==> config.mk <==
export PLATFORM = sky130hd
export DESIGN_NAME = ils_ctrl
export DESIGN_NICKNAME = d
export VERILOG_FILES = /design/src/hdl/ils_pkg.sv /design/src/hdl/ils_ctrl.sv
export SDC_FILE = /design/constraint.sdc
export NUM_CORES = 1
export LEC_CHECK = 0
export ABC_AREA = 1
export BUFFER_PORTS_ARGS = -buffer_cell sky130_fd_sc_hd__buf_2
export CORE_AREA = 2 2 39 41
export CTS_CLUSTER_DIAMETER = 150
export DETAILED_ROUTE_END_ITERATION = 8
export DIE_AREA = 0 0 41 43
export HOLD_SLACK_MARGIN = 0.15
export SYNTH_ARGS = -nofsm -noshare
export SYNTH_HDL_FRONTEND = slang
export SYNTH_SLANG_ARGS = --single-unit
==> constraint.sdc <==
create_clock -name clk -period 1.43 [get_ports clk]
set_input_delay 0.429 -clock clk [delete_from_list [all_inputs] [get_ports clk]]
set_output_delay 0.429 -clock clk [all_outputs]
set_load 0.05 [all_outputs]
==> src/hdl/ils_pkg.sv <==
// ----------------------------------------------------------------------------
// ils_pkg
// Types and codes shared by the indexed list store modules.
// ----------------------------------------------------------------------------
package ils_pkg;

    typedef enum logic [2:0] {
        REQ_APPEND = 3'd0,
        REQ_POP    = 3'd1,
        REQ_REMOVE = 3'd2,
        REQ_GET    = 3'd3,
        REQ_SET    = 3'd4,
        REQ_INSERT = 3'd5
    } req_code_t;

    typedef enum logic [1:0] {
        ST_OK    = 2'd0,
        ST_RANGE = 2'd1,
        ST_FULL  = 2'd2
    } status_t;

    typedef enum logic [2:0] {
        S_IDLE,
        S_EXEC,
        S_RDWAIT,
        S_SHIFT,
        S_DRAIN,
        S_FILL,
        S_PUT,
        S_DONE
    } state_t;

    typedef enum logic [3:0] {
        DP_NOP,
        DP_LOAD,
        DP_APPEND,
        DP_POP,
        DP_GET,
        DP_SET,
        DP_REMOVE_END,
        DP_DN_INIT,
        DP_UP_INIT,
        DP_FILL_INIT,
        DP_SHIFT,
        DP_DRAIN,
        DP_PUT,
        DP_FILL,
        DP_RDDATA,
        DP_OUT
    } dp_op_t;

    typedef struct packed {
        logic [2:0]  req_type;
        logic [7:0]  position;
        logic [63:0] word_in;
    } ils_req_t;

    typedef struct packed {
        logic [63:0] word_out;
        logic [7:0]  position_out;
        logic [1:0]  status;
        logic [8:0]  count_after;
    } ils_rsp_t;

    typedef struct packed {
        dp_op_t op;
        logic   check;
    } ils_cmd_t;

    typedef struct packed {
        logic [2:0] req_type;
        status_t    check;
        logic       pos_lt_count;
        logic       pos_eq_count;
        logic       pos_last;
        logic       shift_last;
        logic       fill_last;
        logic       dir_up;
        logic       out_free;
    } ils_stat_t;

endpackage

==> src/hdl/ils_ctrl.sv <==
// ----------------------------------------------------------------------------
// ils_ctrl
// Request sequencer of the indexed list store: decodes a request and steps
// the datapath through reads, shifts, zero fill and result hand-off.
// ----------------------------------------------------------------------------
module ils_ctrl
    import ils_pkg::*;
(
    input  logic      clk,
    input  logic      rst_n,
    input  logic      req_valid,
    output logic      req_ready,
    input  ils_stat_t stat,
    output ils_cmd_t  cmd
);

    state_t state_reg, state_next;

    always_ff @(posedge clk or negedge rst_n)
    begin
        if (!rst_n)
        begin
            state_reg <= S_IDLE;
        end
        else
        begin
            state_reg <= state_next;
        end
    end

    always_comb
    begin
        state_next = state_reg;
        req_ready  = 1'b0;
        cmd.op     = DP_NOP;
        cmd.check  = 1'b0;

        case (state_reg)
            S_IDLE:
            begin
                req_ready = 1'b1;
                if (req_valid)
                begin
                    cmd.op     = DP_LOAD;
                    state_next = S_EXEC;
                end
            end
            S_EXEC:
            begin
                cmd.check  = 1'b1;
                state_next = S_DONE;
                if (stat.check == ST_OK)
                begin
                    case (stat.req_type)
                        REQ_APPEND:
                        begin
                            cmd.op = DP_APPEND;
                        end
                        REQ_POP:
                        begin
                            cmd.op     = DP_POP;
                            state_next = S_RDWAIT;
                        end
                        REQ_GET:
                        begin
                            cmd.op     = DP_GET;
                            state_next = S_RDWAIT;
                        end
                        REQ_SET:
                        begin
                            cmd.op = DP_SET;
                        end
                        REQ_REMOVE:
                        begin
                            if (stat.pos_last)
                            begin
                                cmd.op = DP_REMOVE_END;
                            end
                            else
                            begin
                                cmd.op     = DP_DN_INIT;
                                state_next = S_SHIFT;
                            end
                        end
                        REQ_INSERT:
                        begin
                            if (stat.pos_lt_count)
                            begin
                                cmd.op     = DP_UP_INIT;
                                state_next = S_SHIFT;
                            end
                            else if (stat.pos_eq_count)
                            begin
                                cmd.op = DP_PUT;
                            end
                            else
                            begin
                                cmd.op     = DP_FILL_INIT;
                                state_next = S_FILL;
                            end
                        end
                        default:
                        begin
                        end
                    endcase
                end
            end
            S_RDWAIT:
            begin
                cmd.op     = DP_RDDATA;
                state_next = S_DONE;
            end
            S_SHIFT:
            begin
                cmd.op = DP_SHIFT;
                if (stat.shift_last)
                begin
                    state_next = S_DRAIN;
                end
            end
            S_DRAIN:
            begin
                cmd.op     = DP_DRAIN;
                state_next = stat.dir_up ? S_PUT : S_DONE;
            end
            S_FILL:
            begin
                cmd.op = DP_FILL;
                if (stat.fill_last)
                begin
                    state_next = S_PUT;
                end
            end
            S_PUT:
            begin
                cmd.op     = DP_PUT;
                state_next = S_DONE;
            end
            S_DONE:
            begin
                if (stat.out_free)
                begin
                    cmd.op     = DP_OUT;
                    state_next = S_IDLE;
                end
            end
            default:
            begin
                state_next = S_IDLE;
            end
        endcase
    end

endmodule

; ---- Yosys cells after proc, flatten, opt, wreduce, memory -nomap -nowiden
; Cells that the tools add are included.
[totals]
word_cells = 44
out_inout_bits = 6
register_bits = 3
[op_classes]
reduce_logical = 6
eq_ne = 16
mux = 21
[ops]
columns = op, n
row1 = $pmux W4 S8, 1
row2 = $mux W3, 8
row3 = $pmux W4 S6, 1
row4 = $pmux W3 S7, 1
row5 = $eq A3 B3 Y1 const B, 6
row6 = $eq A3 B2 Y1 const B, 4
row7 = $mux W4, 3
row8 = $pmux W3 S3, 1
row9 = $ne A2 B2 Y1 const B, 4
row10 = $eq A3 B1 Y1 const B, 2
row11 = $logic_not A3 Y1, 2
row12 = $mux W1, 5
row13 = $reduce_and A4 Y1, 1
row14 = $reduce_or A2 Y1, 2
row15 = $logic_not A2 Y1, 1
row16 = $mux W2, 1

; ---- Depth between registers and ports, before layout
; Gate-level depths: netlist (run 1).
[depth]
word_depth = 5
depth_mapped = 8

; ---- Least setup slack after synthesis (run 1)
; Ideal clock, no wire load.
[synth_path]
kind = reg2out
startpoint = register state_reg[1]
endpoint = output cmd[2] in the netlist's numbering
arrival_ns = 2.258
required_ns = 1.001
n_path_buf = 0
slack_ns = -1.257
stages_incl_launch_ff = 4
cell_sequence = dfrtp_1 nor3_4 nand2_2 o21ai_0
[synth_rtl]
columns = item, line_no
row1 = from (decl), ils_ctrl.sv:17  ; state_t state_reg, state_next;
row2 = from (signal assigned), ils_ctrl.sv:27  ; state_reg <= state_next;
row3 = to (decl), ils_ctrl.sv:14  ; output ils_cmd_t cmd

==> results of run 1 <==
==> worst max-delay path: cells and delay by family, from the launching register on <==
kind,cells,cell delay (ps)
buf+inv,3,380
flops,1,450
simple gates,4,400
==> area by class of cell <==
type | count | area, um2 | area share
multi-input combinational | 64 | 403 | 0.400
clock buffer | 4 | 26.3 | 0.0261
sequential | 3 | 77.6 | 0.0771
tap | 16 | 20.0 | 0.0199
timing repair buffer | 54 | 414 | 0.412
inverter | 16 | 65.1 | 0.0647
==> power by group through the flow <==
stage | Sequential, mW | Combinational, mW | Clock, mW
finish | 0.224 | 2.17 | 0.148
global route | 0.232 | 2.33 | 0.157
CTS | 0.207 | 2.00 | 0.159
detailed placement | 0.204 | 1.68 | 0
global placement | 0.203 | 1.66 | 0
floorplan | 0.214 | 0.992 | 0
==> path summary, 6_finish.rpt <==
kind / startpoint / endpoint / cells after the start
setup / recovery: state_reg[1]$_DFFE_PN0P_ / cmd[3] / 7
setup reg to reg: state_reg[1]$_DFFE_PN0P_ / state_reg[0]$_DFFE_PN0P_ / 9
hold reg to reg: state_reg[0]$_DFFE_PN0P_ / state_reg[0]$_DFFE_PN0P_ / 4
hold / removal: stat[1] / state_reg[0]$_DFFE_PN0P_ / 4
max in group asynchronous: rst_n / state_reg[2]$_DFFE_PN0P_ / 2
min in group asynchronous: rst_n / state_reg[0]$_DFFE_PN0P_ / 2
==> through the flow <==
step / utilization / area, um2 / hold slack, ps / setup TNS, ps
after floorplan: - / 479 / 133 / -2790
after global placement: 0.596 / 825 / 224 / -1310
after CTS: 0.678 / 938 / 505 / -2150
after detailed placement: 0.596 / 825 / 226 / -1390
after global routing: 0.727 / 1010 / 546 / -2500
final: 0.727 / 1010 / 523 / -1980
==> cell usage after synthesis, types with 2 or more instances <==
library cell  count
o21ai_1           2
inv_2             2
o21ai_2           2
nand3_1           6
inv_1            14
o211ai_1          2
nand2_1          22
nor3_1            2
dfrtp_1           3
o21ai_0           4
nand2_2           2
nor2_1           12
nand4_1           4
==> logic make-up (layout without fill, tap and decap cells) <==
kind of cell,count (synthesis),in the layout,share of synthesized area
AND/OR/NAND/NOR,52,52,0.538
buffers and inverters,16,74,0.131
flip-flops,3,3,0.164
AO/OA/AOI/OAI,12,12,0.167
==> repair_timing <==
item	4_1_cts	5_1_grt
buffers inserted	1	2
hold buffers	1	0
hold endpoints to repair	3	0
pin swaps	3	4
setup endpoints to repair	6	9
gates resized for setup	22	16
==> layer usage <==
metal  share of wire  wire (um)  track usage
met1            0.39        643        0.221
met2            0.59        957        0.394
met3           0.019         31            0
met4               0          0       0.0800
met5               0          0            0
==> reports/metrics.yaml, run 1 <==
vias: 727
clockBufferDepth: 2
p_total_mw: 2.55
required_ps: 1000
hold_viol: 0
worstPathArrival_ps: 1470
preCtsSetupSlack_ps: -414
synth_edf_count: 0
grt_usage: 0.207
hp-class: "in2reg"
fin_cells: 157
max_cap_violations: 0
r2r_slack_ps: 20
status: "complete, but fails checks"
cts_root_buf: "clkbuf_4"
slowest_stage: "dfrtp_2"
largest_register_ffs: 3
htree_levels: 1
grt_antenna_before_repair: 0
power.internal_mw: 1.26
grt_max_degree: 7
dieArea_um2: 1760
drt-initial-drc-count: 11
start_util: 0.331
leakage_nw: 0.526
drive_gt1_frac: 0.582
tritoncts: "built"
sw_frac_of_total: 0.506
grt_setup_unrepaired: "true"
post-route-min-period_ps: 1900
port_buffers: 20
crit_chain: "inv_4 -> nand2_1 -> nor2_2 -> nor3_2 -> buf_4 -> nand2_4 -> buf_8"
start_kind: "register"
place_inst: 149
worst_pin_slew_ps: 201
async_flop_share: 1.00
ys_seq_area_frac: 0.164
drc: 0
gp_congestion: 0.820
dominantRegCellSynth: "dfrtp_1"
layout_common_cells: "32 x buf_4, 19 x nand2_1, 14 x buf_2"
timing.final.crit_share: 1.33
power_switching_mw: 1.29
ios: 21
synth_area_leaders: "nand2_1 18%, dfrtp_1 16%, inv_1 11%"
dp_hpwl_mm: 1.21
p_comb_frac: 0.854
gr-total-overflow: 0
critical_path.max_stage_delay_ps: 450
slew_viol_final: 0
antennaDiodeCount: 0
setup_viol: 6
final_nets: 157
firstDrtPassIters: 4
syn-cell-area_um2: 458
worst-setup-path-type: "reg2out"
synth_cell_types: 19
yosysTopAreaCell: "nand2_1"
mostFrequentLayoutCell: "buf_4"
avgSynthCellArea_um2: 5.52
skew_ps: 3.15
die_h_um: 43
synth_fp_nets: 98
ys_ff_latch: 3
seqPwrFrac: 0.088
core_um2: 1380
grt_pass1_vias: 684
final.fill_count: 125
cp_max_fo: 6
irDropWorstVdd_uv: 1530
clkPwrFrac: 0.058
clock-sinks: 3
num_rows: 14
slew_headroom: 0.866
cts.clk_slew.worst_paths_ps: 40
grt_pass1_wl_mm: 2.53
viasPerCell: 4.63
fmax_mhz: 527
fp.dieW_um: 41
ys_warn_count: 0
antenna_left: 0
wire_per_inst_um: 10.4
violations: "negative setup slack"
area_growth_syn_to_layout_pct: 120
synth_cells: 83
clock_latency_ps: 230
fin_ws_ps: -469
worstSetupEndpointType: "primary output"
cts_buffers: 3
routed_wl_mm: 1.63
synthDominantCellAreaShare: 0.180
powerDensity_nw_per_um2: 2530
(Power assumes the default switching activity.)
==> run 2: changes to the inputs <==
Clock period 1.43 ns to 1.6 ns, I/O delays scaled along.
==> run 2 against run 1 <==
  * The run still ends with negative setup slack left
  * Routed wire length down 6.3%
  * Combinational power fell by 15%
  * Via count fell by 1.2%
  * Die area unchanged
  * Register-to-register slack better by 220 ps
  * Hold slack better by 33 ps
  * Design area decreased by 3.6%
  * Power decreased by 15%
  * Sequential cell count is the same
  * Final cell count decreased by 1.3%
  * Core utilization fell by 2.6 points
  * Largest cell class unchanged
  * Largest power group unchanged
==> reports/metrics.yaml, run 2 (synthesis results as in run 1) <==
worstSetupEndpointType: "primary output"  # unchanged
die_h_um: 43  # unchanged
start_kind: "register"  # unchanged
drc: 0  # unchanged
antennaDiodeCount: 0  # unchanged
port_buffers: 20  # unchanged
gp_congestion: 0.803  # was 0.820
slew_viol_final: 0  # unchanged
htree_levels: 1  # unchanged
clock_latency_ps: 230  # about the same
largest_register_ffs: 3  # unchanged
seq_area_um2: 77.6  # unchanged
tritoncts: "built"  # unchanged
fmax_mhz: 511
grt_pass1_vias: 684  # unchanged
firstDrtPassIters: 4  # unchanged
grt_setup_unrepaired: "true"  # unchanged
grt_max_degree: 8  # was 7
mostFrequentLayoutCell: "buf_4"  # unchanged
dp_hpwl_mm: 1.16  # was 1.21 mm
max_cap_violations: 0  # unchanged
violations: "negative setup slack"  # unchanged
leakage_nw: 0.515  # was 0.526 nW
fp.dieW_um: 41  # unchanged
gr-total-overflow: 0  # unchanged
hp-class: "in2reg"  # unchanged
whs_ps: 556  # was 523 ps
area_growth_syn_to_layout_pct: 112  # was 120%
place_inst: 148  # was 149
cp_max_fo: 4  # was 6
post-route-min-period_ps: 1960
grt_usage: 0.195  # was 0.207
dieArea_um2: 1760  # unchanged
timing.final.crit_share: 1.22
status: "complete, but fails checks"  # unchanged
final.fill_count: 115  # was 125
ios: 21  # unchanged
antenna_left: 0  # unchanged
multiInputGateArea_um2: 380  # was 403 um2
clockBufferDepth: 2  # unchanged
start_util: 0.331  # unchanged
setup_tns_ps: -1420  # was -1980 ps
viasPerCell: 4.63  # about the same
setup_viol: 6  # unchanged
clock-sinks: 3  # unchanged
cts_buffers: 3  # unchanged
final_nets: 155  # was 157
layout_common_cells: "29 x buf_4, 20 x nand2_1, 14 x buf_2"  # was 32 x buf_4, 19 x nand2_1, 14 x buf_2
vias: 718  # was 727
required_ps: 1120  # was 1000 ps
grt_antenna_before_repair: 0  # unchanged
hold_viol: 0  # unchanged
powerDensity_nw_per_um2: 2240  # was 2530 nW/um2
routed_wl_mm: 1.53  # was 1.63 mm
fin_ws_ps: -356  # was -469 ps
preCtsSetupSlack_ps: -334  # was -414 ps
cts.clk_slew.worst_paths_ps: 40  # about the same
grt_pass1_wl_mm: 2.44  # was 2.53 mm
worst_pin_slew_ps: 192  # was 201 ps
drive_gt1_frac: 0.561  # was 0.582
irDropWorstVdd_uv: 1090  # was 1530 uV
worst-setup-path-type: "reg2out"  # unchanged
core_um2: 1380  # unchanged
slew_headroom: 0.871  # was 0.866
num_rows: 14  # unchanged
worstPathArrival_ps: 1480  # was 1470 ps
drt-initial-drc-count: 11  # unchanged
cts_root_buf: "clkbuf_4"  # unchanged
fin_cells: 155  # was 157
wire_per_inst_um: 9.86  # was 10.4 um
skew_ps: 5.66  # was 3.15 ps
==> run 2: through the flow <==
step	power, mW	instance area, um2	util
final	2.18	970	0.701
after floorplan	1.08	479	-
after detailed placement	1.65	817	0.590
after global routing	2.34	970	0.701
after CTS	2.11	946	0.684
after global placement	1.64	817	0.590
==> run 2: worst paths after layout <==
kind / endpoint / start / slack, ps / depth (start not counted)
setup / recovery: cmd[3] / state_reg[1]$_DFFE_PN0P_ / -360 / 6
hold / removal: state_reg[0]$_DFFE_PN0P_ / stat[1] / 560 / 4
setup reg to reg: state_reg[1]$_DFFE_PN0P_ / state_reg[1]$_DFFE_PN0P_ / 240 / 9
hold reg to reg: state_reg[1]$_DFFE_PN0P_ / state_reg[1]$_DFFE_PN0P_ / 780 / 3
max in group asynchronous: state_reg[2]$_DFFE_PN0P_ / rst_n / 910 / 2
min in group asynchronous: state_reg[0]$_DFFE_PN0P_ / rst_n / 570 / 2
==> run 2: layout make-up <==
class	instances	share of cell area
repair buffers	52	0.415
inverters	16	0.0645
well taps	16	0.0206
flip-flops and latches	3	0.0800
multi-input cells	64	0.392
clock buffers	4	0.0271
==> run 2: per-layer routing <==
layer	up-vias	global-route usage	part of all wire
li1	378	-	-
met1	324	0.227	0.39
met2	16	0.350	0.58
met3	0	0	0.030
met4	0	0.0800	0
met5	-	0	0
==> run 2: power by group <==
group | switching [mW] | leakage [nW] | internal [mW]
Sequential | 0.0742 | 0.0329 | 0.126
Clock | 0.0403 | 0.0150 | 0.0935
Combinational | 0.985 | 0.467 | 0.857
==> run 2: what timing repair did <==
action	CTS	global route
setup buffers	2	2
hold buffers	1	0
setup endpoints to repair	6	6
endpoints found under the hold margin	3	0
resized for setup	27	6
pin swaps	3	1
==> run 2: critical path: stages (launching register included) <==
cell and delay (ps):
dfrtp_2 450, nor3_4 230, nand2_2 100, a21oi_2 150
nand2_1 110, nand2_4 70, buf_8 130
